### src/rtl/ksfl_pkg.sv
// Package for the shared-store stack block: operation codes, result status
// codes, back-end sequencer states and the flag group sent with each result.
// No dependencies.
`timescale 1ns / 1ps
`default_nettype none

package ksfl_pkg;

    // Operation carried with each request.
    typedef enum logic {
        OP_PUSH = 1'b0,
        OP_POP  = 1'b1
    } op_t;

    // Status reported with each result.
    typedef enum logic [1:0] {
        ST_OK        = 2'd0,
        ST_OVERFLOW  = 2'd1,
        ST_UNDERFLOW = 2'd2
    } status_t;

    // Back-end sequencer states.
    typedef enum logic [1:0] {
        BK_IDLE,
        BK_READ,
        BK_POP2
    } bk_state_t;

    // Flags that travel with each result value.
    typedef struct packed {
        logic    empty;
        logic    full;
        status_t status;
    } res_flags_t;

endpackage

`default_nettype wire

### src/rtl/ksfl_front.sv
// Front end of the shared-store stack block: accepts requests, folds the
// stack number into range and queues the request for the back end.
// Depends on ksfl_pkg.
`timescale 1ns / 1ps
`default_nettype none

module ksfl_front
    import ksfl_pkg::*;
#(
    parameter int NUM_STACKS = 4,
    parameter int DATA_WIDTH = 32,
    parameter int SW         = 2
)
(
    input  wire logic                  clk,
    input  wire logic                  rst_n,
    input  wire logic                  in_valid,
    output      logic                  in_ready,
    input  wire op_t                   in_op,
    input  wire logic [1:0]            in_sid,
    input  wire logic [DATA_WIDTH-1:0] in_item,
    output      logic                  q_valid,
    input  wire logic                  q_pop,
    output      op_t                   q_op,
    output      logic [SW-1:0]         q_sid,
    output      logic [DATA_WIDTH-1:0] q_item
);

    // The stack number is two bits wide, so at most three subtractions
    // bring it below the stack count.
    function automatic logic [SW-1:0] fold_sid(input logic [1:0] raw);
        logic [6:0] v;
        v = 7'(raw);
        for (int k = 0; k < 3; k++) begin
            if (v >= 7'(NUM_STACKS))
            begin
                v = v - 7'(NUM_STACKS);
            end
        end
        return SW'(v);
    endfunction

    op_t                   ent_op   [2];
    logic [SW-1:0]         ent_sid  [2];
    logic [DATA_WIDTH-1:0] ent_item [2];

    logic       wr_ptr_reg, wr_ptr_next;
    logic       rd_ptr_reg, rd_ptr_next;
    logic [1:0] count_reg,  count_next;
    logic       push;

    assign in_ready = (count_reg != 2'd2);
    assign push     = in_valid && in_ready;
    assign q_valid  = (count_reg != 2'd0);
    assign q_op     = ent_op[rd_ptr_reg];
    assign q_sid    = ent_sid[rd_ptr_reg];
    assign q_item   = ent_item[rd_ptr_reg];

    always_comb
    begin
        wr_ptr_next = push ? ~wr_ptr_reg : wr_ptr_reg;
        rd_ptr_next = q_pop ? ~rd_ptr_reg : rd_ptr_reg;
        count_next  = count_reg;
        if (push && !q_pop)
        begin
            count_next = count_reg + 2'd1;
        end
        else if (!push && q_pop)
        begin
            count_next = count_reg - 2'd1;
        end
    end

    always_ff @(posedge clk or negedge rst_n)
    begin
        if (!rst_n)
        begin
            wr_ptr_reg <= 1'b0;
            rd_ptr_reg <= 1'b0;
            count_reg  <= 2'd0;
        end
        else
        begin
            wr_ptr_reg <= wr_ptr_next;
            rd_ptr_reg <= rd_ptr_next;
            count_reg  <= count_next;
        end
    end

    always_ff @(posedge clk)
    begin
        if (push)
        begin
            ent_op[wr_ptr_reg]   <= in_op;
            ent_sid[wr_ptr_reg]  <= fold_sid(in_sid);
            ent_item[wr_ptr_reg] <= in_item;
        end
    end

endmodule

`default_nettype wire

### src/rtl/ksfl_back.sv
// Back end of the shared-store stack block: sequences pushes and pops over
// the head, link and data memories and holds the result register.
// Depends on ksfl_pkg.
`timescale 1ns / 1ps
`default_nettype none

module ksfl_back
    import ksfl_pkg::*;
#(
    parameter int NUM_STACKS = 4,
    parameter int NUM_SLOTS  = 16,
    parameter int DATA_WIDTH = 32,
    parameter int SW         = 2
)
(
    input  wire logic                  clk,
    input  wire logic                  rst_n,
    input  wire logic                  q_valid,
    output      logic                  q_pop,
    input  wire op_t                   q_op,
    input  wire logic [SW-1:0]         q_sid,
    input  wire logic [DATA_WIDTH-1:0] q_item,
    output      logic                  out_valid,
    input  wire logic                  out_ready,
    output      logic [DATA_WIDTH-1:0] out_value,
    output      res_flags_t            out_flags
);

    localparam int AW = $clog2(NUM_SLOTS);
    localparam int IW = $clog2(NUM_SLOTS + 1);
    localparam logic [IW-1:0] NULL_IDX = IW'(NUM_SLOTS);
    localparam logic [DATA_WIDTH-1:0] MAX_POS = {DATA_WIDTH{1'b1}} >> 1;

    // Memories. Link entries at or above the fill mark were never written
    // and read as the next slot, which rebuilds the initial free chain.
    logic [IW-1:0]         head_mem [NUM_STACKS];
    logic [IW-1:0]         link_mem [NUM_SLOTS];
    logic [DATA_WIDTH-1:0] data_mem [NUM_SLOTS];
    logic [NUM_STACKS-1:0] head_vld_reg;

    bk_state_t             state_reg, state_next;
    logic [IW-1:0]         free_head_reg, free_head_next;
    logic [IW-1:0]         fill_reg, fill_next;
    op_t                   op_reg;
    logic [SW-1:0]         sid_reg;
    logic [DATA_WIDTH-1:0] item_reg;
    logic [IW-1:0]         slot_reg, slot_next;
    logic [IW-1:0]         head_rd_reg;
    logic                  head_rd_vld_reg;
    logic [IW-1:0]         link_rd_reg;
    logic [DATA_WIDTH-1:0] data_rd_reg;
    logic                  out_valid_reg, out_valid_next;
    logic [DATA_WIDTH-1:0] out_value_reg, out_value_next;
    res_flags_t            out_flags_reg, out_flags_next;

    logic          start;
    logic          out_load;
    logic [IW-1:0] head_now;
    logic [IW-1:0] next_free;
    logic [AW-1:0] link_raddr;
    logic          head_we, link_we, data_we;
    logic [IW-1:0] head_wdata, link_wdata;
    logic [AW-1:0] link_waddr;

    assign start     = (state_reg == BK_IDLE) && q_valid && (!out_valid_reg || out_ready);
    assign q_pop     = start;
    assign head_now  = head_rd_vld_reg ? head_rd_reg : NULL_IDX;
    assign next_free = (free_head_reg < fill_reg) ? link_rd_reg : free_head_reg + IW'(1);
    assign out_valid = out_valid_reg;
    assign out_value = out_value_reg;
    assign out_flags = out_flags_reg;

    always_comb
    begin
        state_next     = state_reg;
        free_head_next = free_head_reg;
        fill_next      = fill_reg;
        slot_next      = slot_reg;
        link_raddr     = AW'(free_head_reg);
        head_we        = 1'b0;
        head_wdata     = head_now;
        link_we        = 1'b0;
        link_waddr     = AW'(free_head_reg);
        link_wdata     = head_now;
        data_we        = 1'b0;
        out_load       = 1'b0;
        out_value_next = out_value_reg;
        out_flags_next = out_flags_reg;
        out_valid_next = out_valid_reg && !out_ready;

        case (state_reg)
            BK_IDLE:
            begin
                if (start)
                begin
                    state_next = BK_READ;
                end
            end
            BK_READ:
            begin
                state_next = BK_IDLE;
                if (op_reg == OP_PUSH)
                begin
                    out_load       = 1'b1;
                    out_value_next = '0;
                    if (free_head_reg == NULL_IDX)
                    begin
                        out_flags_next = '{empty: (head_now == NULL_IDX), full: 1'b1,
                                           status: ST_OVERFLOW};
                    end
                    else
                    begin
                        link_we        = 1'b1;
                        head_we        = 1'b1;
                        head_wdata     = free_head_reg;
                        data_we        = 1'b1;
                        free_head_next = next_free;
                        if (free_head_reg == fill_reg)
                        begin
                            fill_next = fill_reg + IW'(1);
                        end
                        out_flags_next = '{empty: 1'b0, full: (next_free == NULL_IDX),
                                           status: ST_OK};
                    end
                end
                else if (head_now == NULL_IDX)
                begin
                    out_load       = 1'b1;
                    out_value_next = MAX_POS;
                    out_flags_next = '{empty: 1'b1, full: (free_head_reg == NULL_IDX),
                                       status: ST_UNDERFLOW};
                end
                else
                begin
                    // Fetch the link and value of the top slot.
                    slot_next  = head_now;
                    link_raddr = AW'(head_now);
                    state_next = BK_POP2;
                end
            end
            BK_POP2:
            begin
                state_next     = BK_IDLE;
                head_we        = 1'b1;
                head_wdata     = link_rd_reg;
                link_we        = 1'b1;
                link_waddr     = AW'(slot_reg);
                link_wdata     = free_head_reg;
                free_head_next = slot_reg;
                out_load       = 1'b1;
                out_value_next = data_rd_reg;
                out_flags_next = '{empty: (link_rd_reg == NULL_IDX), full: 1'b0,
                                   status: ST_OK};
            end
            default:
            begin
                state_next = BK_IDLE;
            end
        endcase

        if (out_load)
        begin
            out_valid_next = 1'b1;
        end
    end

    always_ff @(posedge clk or negedge rst_n)
    begin
        if (!rst_n)
        begin
            state_reg       <= BK_IDLE;
            free_head_reg   <= '0;
            fill_reg        <= '0;
            head_vld_reg    <= '0;
            head_rd_vld_reg <= 1'b0;
            out_valid_reg   <= 1'b0;
        end
        else
        begin
            state_reg     <= state_next;
            free_head_reg <= free_head_next;
            fill_reg      <= fill_next;
            out_valid_reg <= out_valid_next;
            if (start)
            begin
                head_rd_vld_reg <= head_vld_reg[q_sid];
            end
            if (head_we)
            begin
                head_vld_reg[sid_reg] <= 1'b1;
            end
        end
    end

    always_ff @(posedge clk)
    begin
        slot_reg      <= slot_next;
        out_value_reg <= out_value_next;
        out_flags_reg <= out_flags_next;
        if (start)
        begin
            op_reg      <= q_op;
            sid_reg     <= q_sid;
            item_reg    <= q_item;
            head_rd_reg <= head_mem[q_sid];
        end
    end

    // Memory ports: one registered read and one write each.
    always_ff @(posedge clk)
    begin
        if (head_we)
        begin
            head_mem[sid_reg] <= head_wdata;
        end
    end

    always_ff @(posedge clk)
    begin
        link_rd_reg <= link_mem[link_raddr];
        if (link_we)
        begin
            link_mem[link_waddr] <= link_wdata;
        end
    end

    always_ff @(posedge clk)
    begin
        data_rd_reg <= data_mem[link_raddr];
        if (data_we)
        begin
            data_mem[AW'(free_head_reg)] <= item_reg;
        end
    end

endmodule

`default_nettype wire

### src/rtl/k_stacks_shared_free_list.sv
// Sequence: a push accepted on an idle block passes from the queue through the request
// registers and the BK_READ state into the result register; a pop also passes through
// BK_POP2 before the result register, and m_tvalid rises when the result register loads.
// The back end takes no new request until the last one is done and the result register
// is free or being taken; a pop also waits for the link read that depends on the head read.
// Reset (asynchronous, active low) empties every stack, chains all slots into the
// free list and clears the queue and result register; no clearing pass is needed.
//
// Top level of several stacks kept in one shared slot store with one linked free
// list. Depends on ksfl_pkg, ksfl_front and ksfl_back.
`timescale 1ns / 1ps
`default_nettype none

module k_stacks_shared_free_list
    import ksfl_pkg::*;
#(
    parameter int NUM_STACKS = 4,
    parameter int NUM_SLOTS  = 16,
    parameter int DATA_WIDTH = 32
)
(
    input  wire logic                                  clk,
    input  wire logic                                  rst_n,
    // Request channel.
    input  wire logic                                  s_tvalid,
    output      logic                                  s_tready,
    input  wire logic [((DATA_WIDTH + 7) / 8) * 8-1:0] s_tdata,  // item
    input  wire logic [2:0]                            s_tuser,  // func, stack_id
    // Result channel.
    output      logic                                  m_tvalid,
    input  wire logic                                  m_tready,
    output      logic [((DATA_WIDTH + 7) / 8) * 8-1:0] m_tdata,  // value
    output      logic [3:0]                            m_tuser   // status[1:0], full_res,
                                                                 // empty_res
);

    localparam int TDW = ((DATA_WIDTH + 7) / 8) * 8;
    // Width of a folded stack number.
    localparam int SW  = (NUM_STACKS > 1) ? $clog2(NUM_STACKS) : 1;

    op_t                   q_op;
    logic [SW-1:0]         q_sid;
    logic [DATA_WIDTH-1:0] q_item;
    logic                  q_valid;
    logic                  q_pop;
    logic [DATA_WIDTH-1:0] out_value;
    res_flags_t            out_flags;

    // The front end takes requests and queues them; the queue lets the input
    // side keep accepting while the back end waits on a stalled result.
    ksfl_front #(
        .NUM_STACKS (NUM_STACKS),
        .DATA_WIDTH (DATA_WIDTH),
        .SW         (SW)
    ) u_front (
        .clk      (clk),
        .rst_n    (rst_n),
        .in_valid (s_tvalid),
        .in_ready (s_tready),
        .in_op    (op_t'(s_tuser[0])),
        .in_sid   (s_tuser[2:1]),
        .in_item  (s_tdata[DATA_WIDTH-1:0]),
        .q_valid  (q_valid),
        .q_pop    (q_pop),
        .q_op     (q_op),
        .q_sid    (q_sid),
        .q_item   (q_item)
    );

    // The back end walks the head, link and data memories one request at a
    // time and drives the result register.
    ksfl_back #(
        .NUM_STACKS (NUM_STACKS),
        .NUM_SLOTS  (NUM_SLOTS),
        .DATA_WIDTH (DATA_WIDTH),
        .SW         (SW)
    ) u_back (
        .clk       (clk),
        .rst_n     (rst_n),
        .q_valid   (q_valid),
        .q_pop     (q_pop),
        .q_op      (q_op),
        .q_sid     (q_sid),
        .q_item    (q_item),
        .out_valid (m_tvalid),
        .out_ready (m_tready),
        .out_value (out_value),
        .out_flags (out_flags)
    );

    // Result value is zero-extended to whole bytes.
    assign m_tdata = TDW'(out_value);
    assign m_tuser = out_flags;

endmodule

`default_nettype wire

### config.mk
export PLATFORM = sky130hd
export DESIGN_NAME = k_stacks_shared_free_list
export DESIGN_NICKNAME = d
export VERILOG_FILES = /design/src/rtl/ksfl_pkg.sv /design/src/rtl/ksfl_front.sv /design/src/rtl/ksfl_back.sv /design/src/rtl/k_stacks_shared_free_list.sv
export SDC_FILE = /design/constraint.sdc
export NUM_CORES = 1
export LEC_CHECK = 0
export BUFFER_PORTS_ARGS = -buffer_cell sky130_fd_sc_hd__buf_2
export CAP_MARGIN = 5
export CORE_MARGIN = 2
export CORE_UTILIZATION = 60
export DETAILED_ROUTE_END_ITERATION = 8
export PLACE_DENSITY = 0.77
export SLEW_MARGIN = 40
export SYNTH_ARGS = -nofsm -noshare
export SYNTH_HDL_FRONTEND = slang
export SYNTH_SLANG_ARGS = --single-unit
### constraint.sdc
create_clock -name clk -period 11.08 [get_ports clk]
set_input_delay 1.108 -clock clk [delete_from_list [all_inputs] [get_ports clk]]
set_output_delay 1.108 -clock clk [all_outputs]
set_load 0.02 [all_outputs]
==> Word level (Yosys, flattened, before mapping) <==
Memories as Yosys holds them, arrays and structs flattened. A register that Yosys moved wholly into a read port is not among the register bits.
Cells that the tools add are included.
Widths: inputs -> output; s select.
{ "classes": {"add_sub_neg": 4, "order_cmp": 4, "n_eq_ne": 12, "mux": 44, "bitwise_logic": 6, "reduce_logical": 20} }
{ "op_table": {"columns": ["cell", "n"], "rows": [
  ["$mux 32", 2],
  ["$pmux 32 s2", 1],
  ["$mux 5", 7],
  ["$mux 4", 7],
  ["$eq 5x5->1 const B", 4],
  ["$pmux 5 s2", 2],
  ["$mux 1", 14],
  ["$add 5x1->5 const B", 2],
  ["$mux 2", 5],
  ["$ne 2x2->1 const B", 4],
  ["$pmux 4 s2", 1],
  ["$logic_and 1x1->1", 7],
  ["$lt 2x3->1 const B", 2],
  ["$reduce_and 3->1", 2],
  ["$reduce_bool 2->1", 3],
  ["$eq 5x5->1", 1],
  ["$lt 5x5->1", 1],
  ["$not 1->1", 5],
  ["$logic_not 1->1", 4],
  ["$or 4x4->4", 1],
  ["$pmux 1 s2", 2],
  ["$pmux 2 s2", 1],
  ["$reduce_and 4->1", 1],
  ["$ne 3x3->1 const B", 1],
  ["10 further kinds", 10]
]} }
{ "word_totals": {"reg_bits": 65, "ramBits": 682, "in_bits": 39, "out_inout_bits": 38, "word_cells": 111, "mem_count": 6} }
{ "mem_list": {"columns": ["memory", "words", "width", "read_ports", "rd_clocked_by_memory_dff", "write_ports", "line", "rtl"], "rows": [
  ["u_back.data_mem", 16, 32, 1, 1, 1, "ksfl_back.sv:38", "logic [DATA_WIDTH-1:0] data_mem [NUM_SLOTS];"],
  ["u_back.link_mem", 16, 5, 1, 1, 1, "ksfl_back.sv:37", "logic [IW-1:0] link_mem [NUM_SLOTS];"],
  ["u_front.ent_item", 2, 32, 1, 1, 1, "ksfl_front.sv:45", "logic [DATA_WIDTH-1:0] ent_item [2];"],
  ["u_back.head_mem", 4, 5, 1, 1, 1, "ksfl_back.sv:36", "logic [IW-1:0] head_mem [NUM_STACKS];"],
  ["u_front.ent_sid", 2, 2, 1, 0, 1, "ksfl_front.sv:44", "logic [SW-1:0] ent_sid [2];"],
  ["u_front.ent_op", 2, 1, 1, 1, 1, "ksfl_front.sv:43", "op_t ent_op [2];"]
]} }

==> Longest topological paths before layout <==
Gate-level depths: netlist (run 1).
{ "depth": {"ltp_word": 6, "ltp_mapped": 13, "ltp_nobuf": 9} }

==> Modules after synthesis <==
From an unflattened synthesis (run 1), not the netlist that was laid out.
{ "unflattened": {"hier_cells": 1756, "area_unflattened_um2": 31393.9} }
{ "modules_own_cells": {"columns": ["mod", "instances", "cells_each", "area_each_um2", "seq_area_each_um2"], "rows": [
  ["ksfl_back", 1, 1629, 28523.6, 22001.1],
  ["ksfl_front", 1, 127, 2870.3, 2202.1]
]} }

==> Worst setup path after synthesis (run 1) <==
Ideal clock, no wire load.
{ "synth_path": {"path_kind": "reg2reg", "startpoint": "register u_back.free_head_reg[1]", "endpoint": "memory u_back.data_mem[0][0], enable pin", "setup_ns": 0.421, "t_arrival_ns": 3.195, "required_time_ns": 10.659, "slack_ns": 7.464, "stages_incl_launch_ff": 8, "n_path_buf": 1, "synth_period_minus_slack_ns": 3.616, "path_cell_list": "dfrtp_1 -> buf_2 -> clkinv_1 -> ha_1 -> a31oi_1 -> and2_0 -> nand2_1 -> nor2_1"} }
{ "synth_via": {"elab_chain_cells": 6} }
{ "synth_rtl": {"columns": ["item", "line", "rtl"], "rows": [
  ["start, declared", "ksfl_back.sv:42", "logic [IW-1:0] free_head_reg, free_head_next;"],
  ["start signal, assigned", "ksfl_back.sv:181", "free_head_reg <= free_head_next;"],
  ["$eq 5x5->1", "ksfl_back.sv:106", "if (free_head_reg == NULL_IDX)"],
  ["$mux 1", "ksfl_back.sv:106", null],
  ["$mux 1", "ksfl_back.sv:102", "if (op_reg == OP_PUSH)"],
  ["$mux 1", "ksfl_back.sv:91", "case (state_reg)"],
  ["$mux 1", "ksfl_back.sv:230", "if (data_we)"],
  ["$mux 1 (implied by the code)", "ksfl_back.sv:232", "data_mem[AW'(free_head_reg)] <= item_reg;"],
  ["end, declared", "ksfl_back.sv:38", null]
]} }
Several ways; a longest one is shown, not always the timed one.

==> Final worst setup path (run 1) <==
{ "layout_path": {"startpoint": "register u_back.state_reg[1]", "endpoint": "register u_back.data_rd_reg[15], read port of u_back.data_mem"} }
{ "layout_via": {"elab_chain_cells": 2} }
{ "layout_rtl": {"columns": ["item", "line", "rtl"], "rows": [
  ["start, declared", "ksfl_back.sv:41", "bk_state_t state_reg, state_next;"],
  ["start signal, assigned", "ksfl_back.sv:180", "state_reg <= state_next;"],
  ["$eq 2x1->1", "ksfl_back.sv:91", null],
  ["$mux 4", "ksfl_back.sv:91", null],
  ["end, declared", "ksfl_back.sv:51", "logic [DATA_WIDTH-1:0] data_rd_reg;"]
]} }
Every way passes these cells.
A chain may end at the register's enable or synchronous reset.

==> metrics, run 1 <==
Critical Path Sink Type register; Post-Layout Cell Count 2627; # hold bufs at CTS 0; DRC 0; layout cells sized above 1 15.9%; wire per inst 26.0 um; Least-Margin Pin Slew 0.877 ns; ANT cells 0; global-route wire length before repair 102000 um; power per cell area 297 nW/um^2; Post-Place Cell Area 32500 sq um; Finished Cell Area 35100 sq um; clk slew on worst S/H paths 0.06 ns; hold path start u_back.head_vld_reg[3]; floorplan row count 83; DR vias/cell 6.29; CTS Buf Count 80; post-route ant nets 0; cell repeated most along the worst path buf_6; highest routed layer met4; Placeable Area 51400 sq um; worst hold slack 0.464 ns; gate count of the mapped netlist 1771; fin crit period 4.68 ns; R2R Setup Slk 6.40 ns; r2r endpoint u_back.data_rd_reg[15]; DRT Pass-1 Iters 6; endpoints failing setup 0; CP Max Fanout 62; Crit path largest cell delay 0.75 ns; DIE WIDTH 232 um; initial drt markers 2153; hpwl dp 36000 um; WL final 68400 um; Setup CP Type register to register; Reg with most FFs u_back.data_mem; CTS Sinks 822; Static Leak 12.4 nW; power after layout 10.4 mW; Worst slew margin 41.5%; Synth cell types 57; Area Overhead vs Synth 12.4%; number of H-tree levels 3; placed cells 2479; crit path DAT 5.17 ns; Final Hold Viols 0; critical path data required time 11.57 ns; Min-Delay Endpoint u_back.head_vld_reg[3]; Max Root-Sink Buffers 3; critical-path cell list inv_1, ha_1, nand3_1, a21o_4, inv_4, mux2i_4, buf_6, buf_6, mux2i_1, o22ai_1, or4_1; Seq cells post-synth 822; crit path max-delay cell type mux2i_4; number of enable flip-flop cells after synthesis 763; Clock Latency Late Sink 0.61 ns; Seq/Total Area, Yosys 77.4%; r2r startpoint u_back.state_reg[1]; Reg2Reg Depth 11; DR vias 16500; RSZ-0062 raised after global routing false; synthesized area 31300 sq um; die height 232 um; FMAX 214 MHz; outcome finished, final reports clean; Layout Nets 1934; Setup crit start kind register; Worst Hold Class register to register; max FFs per register 512; Syn. warnings 0; Reg area 24200 sq um; GRT Total Usage 25.8%; Filler cells 3226; Final Cycle Share 42.2%; Routed met2 length 33400 um; Initial Util 60.8%; Post-synth ARST share 2.68%; I/O pin count 77; TritonCTS clock tree done; biggest regs u_back.data_mem: 512 flops, u_back.link_mem: 80 flops, u_front.ent_item: 64 flops; hold path cells 1; Synth Flop Type edfxtp_1; Slew Viols, Final 0; Routed met3 length 6140 um; I/O Buffers 76; DRT met1 WL 27000 um; CTS root buf clkbuf_16; GP Congestion 0.881; worst clock skew 0.0123 ns; area of the multi-input gates 6710 sq um; DIE AREA 53900 sq um; Post-Syn Nets 1824; vias in the first global route 16700; syn avg cell area 17.6 sq um; setup TNS 0 ns; Resize count post-CTS 0; Worst VDD drop 0.000301 V; max-cap violation count 0; Post-CTS Setup Bufs 0; largest net degree at the start of global routing 68; total gr overflow 0; initial antenna violation count 0
per-layer routing:
layer	vias to the layer above	global-route usage, %
li1	7219	-
met1	8279	36.0
met2	870	41.8
met3	151	4.15
met4	0	8.85
met5	-	0
Yosys cell counts, types with 3 or more instances:
library cell,count,share of area (%)
o31ai_1,4,0.096
edfxtp_1,763,73
dfrtp_1,22,1.8
nor2_1,59,0.71
buf_2,44,0.70
or2_2,4,0.080
a31oi_2,4,0.16
a31oi_4,3,0.20
nor3_1,11,0.18
buf_4,3,0.072
nor3b_1,3,0.072
xor2_1,5,0.14
o21ai_0,16,0.26
nand3_1,8,0.13
mux2_2,35,1.3
o211ai_1,4,0.096
a221o_1,5,0.16
o22ai_1,148,3.0
inv_1,18,0.22
a21oi_1,13,0.21
xnor2_1,8,0.22
nand2b_1,6,0.12
or4_1,38,0.91
a211oi_1,7,0.17
and3_1,3,0.060
buf_6,13,0.47
clkbuf_1,24,0.29
dfxtp_1,37,2.4
nand2_1,98,1.2
nor2b_1,8,0.16
mux2i_1,306,9.8
a31oi_1,6,0.12
ha_1,14,0.56
placed cells by master (no fill, tap or decap), drive strengths merged, types with 22 or more instances in the layout:
cell type / n
inv: 23
or4: 38
buf: 113
dfxtp: 37
dfrtp: 22
clkbuf: 107
nor2: 59
edfxtp: 763
mux2: 35
mux2i: 306
nand2: 98
o22ai: 148
clkinv: 29
cells by family (layout without fill, tap and decap cells):
group                    Yosys count  after routing  synth area share [%]
AND/OR/NAND/NOR                  250            250                  3.88
adder cells (fa/ha/maj)           14             14                 0.560
AO/OA/AOI/OAI                    225            225                  4.88
flip-flops                       822            822                  77.4
XOR/XNOR                          13             13                 0.364
multiplexers                     341            341                  11.1
buffers and inverters            106            282                  1.81
worst max-delay path by stage:
| stage | from | endpoint | slack (ns) |
|---|---|---|---|
| after floorplan | u_back.free_head_reg[1] | u_back.data_mem[0][0] | 7.46 |
| after global placement | u_back.state_reg[1] | u_back.data_rd_reg[14] | 6.16 |
| after detailed placement | u_back.state_reg[1] | u_back.data_rd_reg[12] | 6.44 |
| after CTS | u_back.state_reg[1] | u_back.data_rd_reg[12] | 6.42 |
| after global routing | u_back.state_reg[1] | u_back.data_rd_reg[15] | 6.21 |
| final | u_back.state_reg[1] | u_back.data_rd_reg[15] | 6.40 |
per-stage QoR:
stage | worst slack (ns) | util [%]
after floorplan | 7.46 | -
after global placement | 6.16 | 63.2
after detailed placement | 6.44 | 63.3
after CTS | 6.42 | 68.3
after global routing | 6.21 | 68.3
final | 6.40 | 68.3
power by group:
part | internal (mW) | switching, mW | leakage [nW] | total [mW]
Sequential | 4.37 | 0.430 | 7.52 | 4.80
Combinational | 1.05 | 1.92 | 3.62 | 2.97
Clock | 1.54 | 1.11 | 1.26 | 2.65
cell type report:
class	count	area share, %
clock buffer	107	6.29
sequential	822	68.9
inverter	21	0.232
multi-input combinational	843	19.1
timing repair buffer	113	1.95
clock inverter	41	1.05
tap	680	2.42
critical path, delay by kind of cell (launching register included):
| family | cells | cell delay [ns] |
|---|---|---|
| buffers and inverters | 4 | 1.70 |
| muxes | 2 | 1.04 |
| and+or+nand+nor | 2 | 0.68 |
| DFF | 1 | 0.38 |
| adders and majority gates | 1 | 0.34 |
| AOI/OAI and AO/OA | 2 | 0.34 |
Power figures use the tool's default switching activity.
==> run 2, diff against run 1 <==
Settings changed: CORE_UTILIZATION 60 to 56, PLACE_DENSITY 0.77 to 0.75.
Clock period 11.08 ns to 3.83 ns, I/O delays scaled along.
==> metrics, run 2 (synthesis results as in run 1) <==
vias in the first global route 16900 (+1.3%); Worst path top cell family by delay buffers and inverters; total gr overflow 0 (unchanged); wire per inst 25.1 um (-3.6%); Final Cycle Share 90.8% (+49 points); biggest regs u_back.data_mem: 512 flops, u_back.link_mem: 80 flops, u_front.ent_item: 64 flops; critical-path cell list inv_1, ha_1, nand3_1, a21o_4, inv_4, mux2i_4, buf_12, buf_12, mux2i_1, o22ai_1, or4_1; CP endpoint u_back.data_rd_reg[8]; Reg with most FFs u_back.data_mem; RSZ-0062 raised after global routing false; initial antenna violation count 0 (unchanged); Worst VDD drop 0.000715 V (+140%); worst setup path startpoint u_back.state_reg[1]; clk slew on worst S/H paths 0.06 ns (about the same); max-cap violation count 0 (unchanged); DRC 0 (unchanged); power per cell area 856 nW/um^2 (+190%); critical path buffer and inverter count 4 (unchanged); crit path DAT 3.99 ns (-1.18 ns); critical path data required time 4.35 ns (-7.22 ns); cell repeated most along the worst path buf_12; Post-Layout Cell Count 2754 (+4.8%); Layout Nets 1992 (+3.0%); dpl ws 0.379 ns (-6.06 ns); CTS Sinks 822 (unchanged); worst clock skew 0.0278 ns (+0.0155 ns); post-route ant nets 0 (unchanged); floorplan row count 86 (+3.6%); hpwl dp 36900 um (+2.4%); worst hold slack 0.123 ns (-0.341 ns); CTS root buf clkbuf_16; crit path max-delay cell type or4_1; DR vias/cell 6.00 (-4.5%); placed cells 2569 (+3.6%); Final Hold Viols 0 (unchanged); CP Max Fanout 58 (-6.5%); Levels on crit path 11 (unchanged); leading cell type in the layout, fill and taps excluded edfxtp_1; Placeable Area 55100 sq um (+7.2%); r2r endpoint u_back.data_rd_reg[8]; Least-Margin Pin Slew 0.793 ns (-0.0846 ns); die height 240 um (+3.4%); final worst slack 0.353 ns (-6.05 ns); Worst slew margin 46.9% (+5.4 points); largest net degree at the start of global routing 59 (-13%); Critical Path Sink Type register; max FFs per register 512 (unchanged); TritonCTS clock tree done; FMAX 288 MHz (+35%); number of H-tree levels 3 (unchanged); Post-Place Cell Area 33100 sq um (+1.8%); DIE WIDTH 240 um (+3.4%); Slew Viols, Final 0 (unchanged); global-route wire length before repair 101000 um (-0.47%); Setup crit start kind register; ANT cells 0 (unchanged); CTS Buf Count 80 (unchanged); Post-CTS Setup Bufs 0 (unchanged); Setup CP Type register to register; I/O pin count 77 (unchanged); R2R Setup Slk 0.35 ns (-6.05 ns); setup TNS 0 ns (unchanged); WL final 69100 um (+1.1%); Initial Util 56.7% (-4.1 points); endpoints failing setup 0 (unchanged); Max Root-Sink Buffers 3 (unchanged); layout cells sized above 1 16.9% (+1.0 points); Reg2Reg Depth 11 (unchanged); fin crit period 3.48 ns (-1.20 ns); Clock Latency Late Sink 0.64 ns (+0.03 ns); DIE AREA 57700 sq um (+7.0%); DRT Pass-1 Iters 6 (unchanged); Crit path largest cell delay 0.52 ns (-0.23 ns); Area Overhead vs Synth 15.9%; initial drt markers 2004 (-6.9%); most frequent cells in the layout 763 x edfxtp_1, 305 x mux2i_1, 148 x o22ai_1; I/O Buffers 76 (unchanged); Static Leak 12.9 nW (+3.7%); r2r startpoint u_back.state_reg[1]; Worst Hold Class primary input to register; outcome finished, final reports clean; power after layout 31.0 mW (+200%); Finished Cell Area 36200 sq um (+3.2%); GP Congestion 0.875 (-0.69%); GRT Total Usage 24.2% (-1.6 points); post-route core utilization 65.7% (-2.6 points); DR vias 16500 (+0.097%)
[run 2: cell types whose count changed in the layout (fill, tap and decap cells not counted), sizes merged]
cell | before | now
buf | 113 | 135
clkbuf | 107 | 105
dlygate4sd3 | 0 | 36
clkinvlp | 4 | 2
inv | 23 | 24
bufinv | 6 | 10
[run 2: tightest hold or removal path, cell delays in order]
cell	delay [ns]
buf_2	0.10
nand2_1	0.15
xnor2_1	0.08
[run 2: per-layer routing]
layer  share of wire (%)  track usage (%)  vias to the layer above
li1                    -                -                     7337
met1                  40             32.4                     8311
met2                  49             40.1                      738
met3                 8.0             4.36                      149
met4                 2.9             8.64                        0
met5                   0                0                        -
[run 2: how the worst min path moves through the flow]
stage	start	to	slack, ns	cells after the start
final	s_tvalid	u_front.wr_ptr_reg	0.12	3
after floorplan	rst_n	u_back.fill_reg[0]	0.09	0
after CTS	s_tvalid	u_front.wr_ptr_reg	0.09	3
after global routing	m_tready	u_back.out_valid	0.12	3
after detailed placement	rst_n	u_front.wr_ptr_reg	0.40	1
after global placement	rst_n	u_front.wr_ptr_reg	0.39	1
[run 2: power by group]
part / switching (mW) / total [mW] / internal [mW]
combinational: 5.62 / 9.01 / 3.39
sequential: 1.25 / 13.9 / 12.6
clock: 3.32 / 8.11 / 4.80
[run 2: layout make-up]
cell class / instances / area, sq um
sequential: 822 / 24200
fill: 3651 / 18900
multi-input combinational: 843 / 6700
clock buffer: 105 / 2220
timing repair buffer: 171 / 1550
tap: 748 / 936
clock inverter: 44 / 537
inverter: 21 / 81.3
[run 2: timing repair]
item / CTS / global route
hold buffers: 36 / 0
gates resized for setup: 0 / 0
endpoints found under the hold margin: 92 / 0
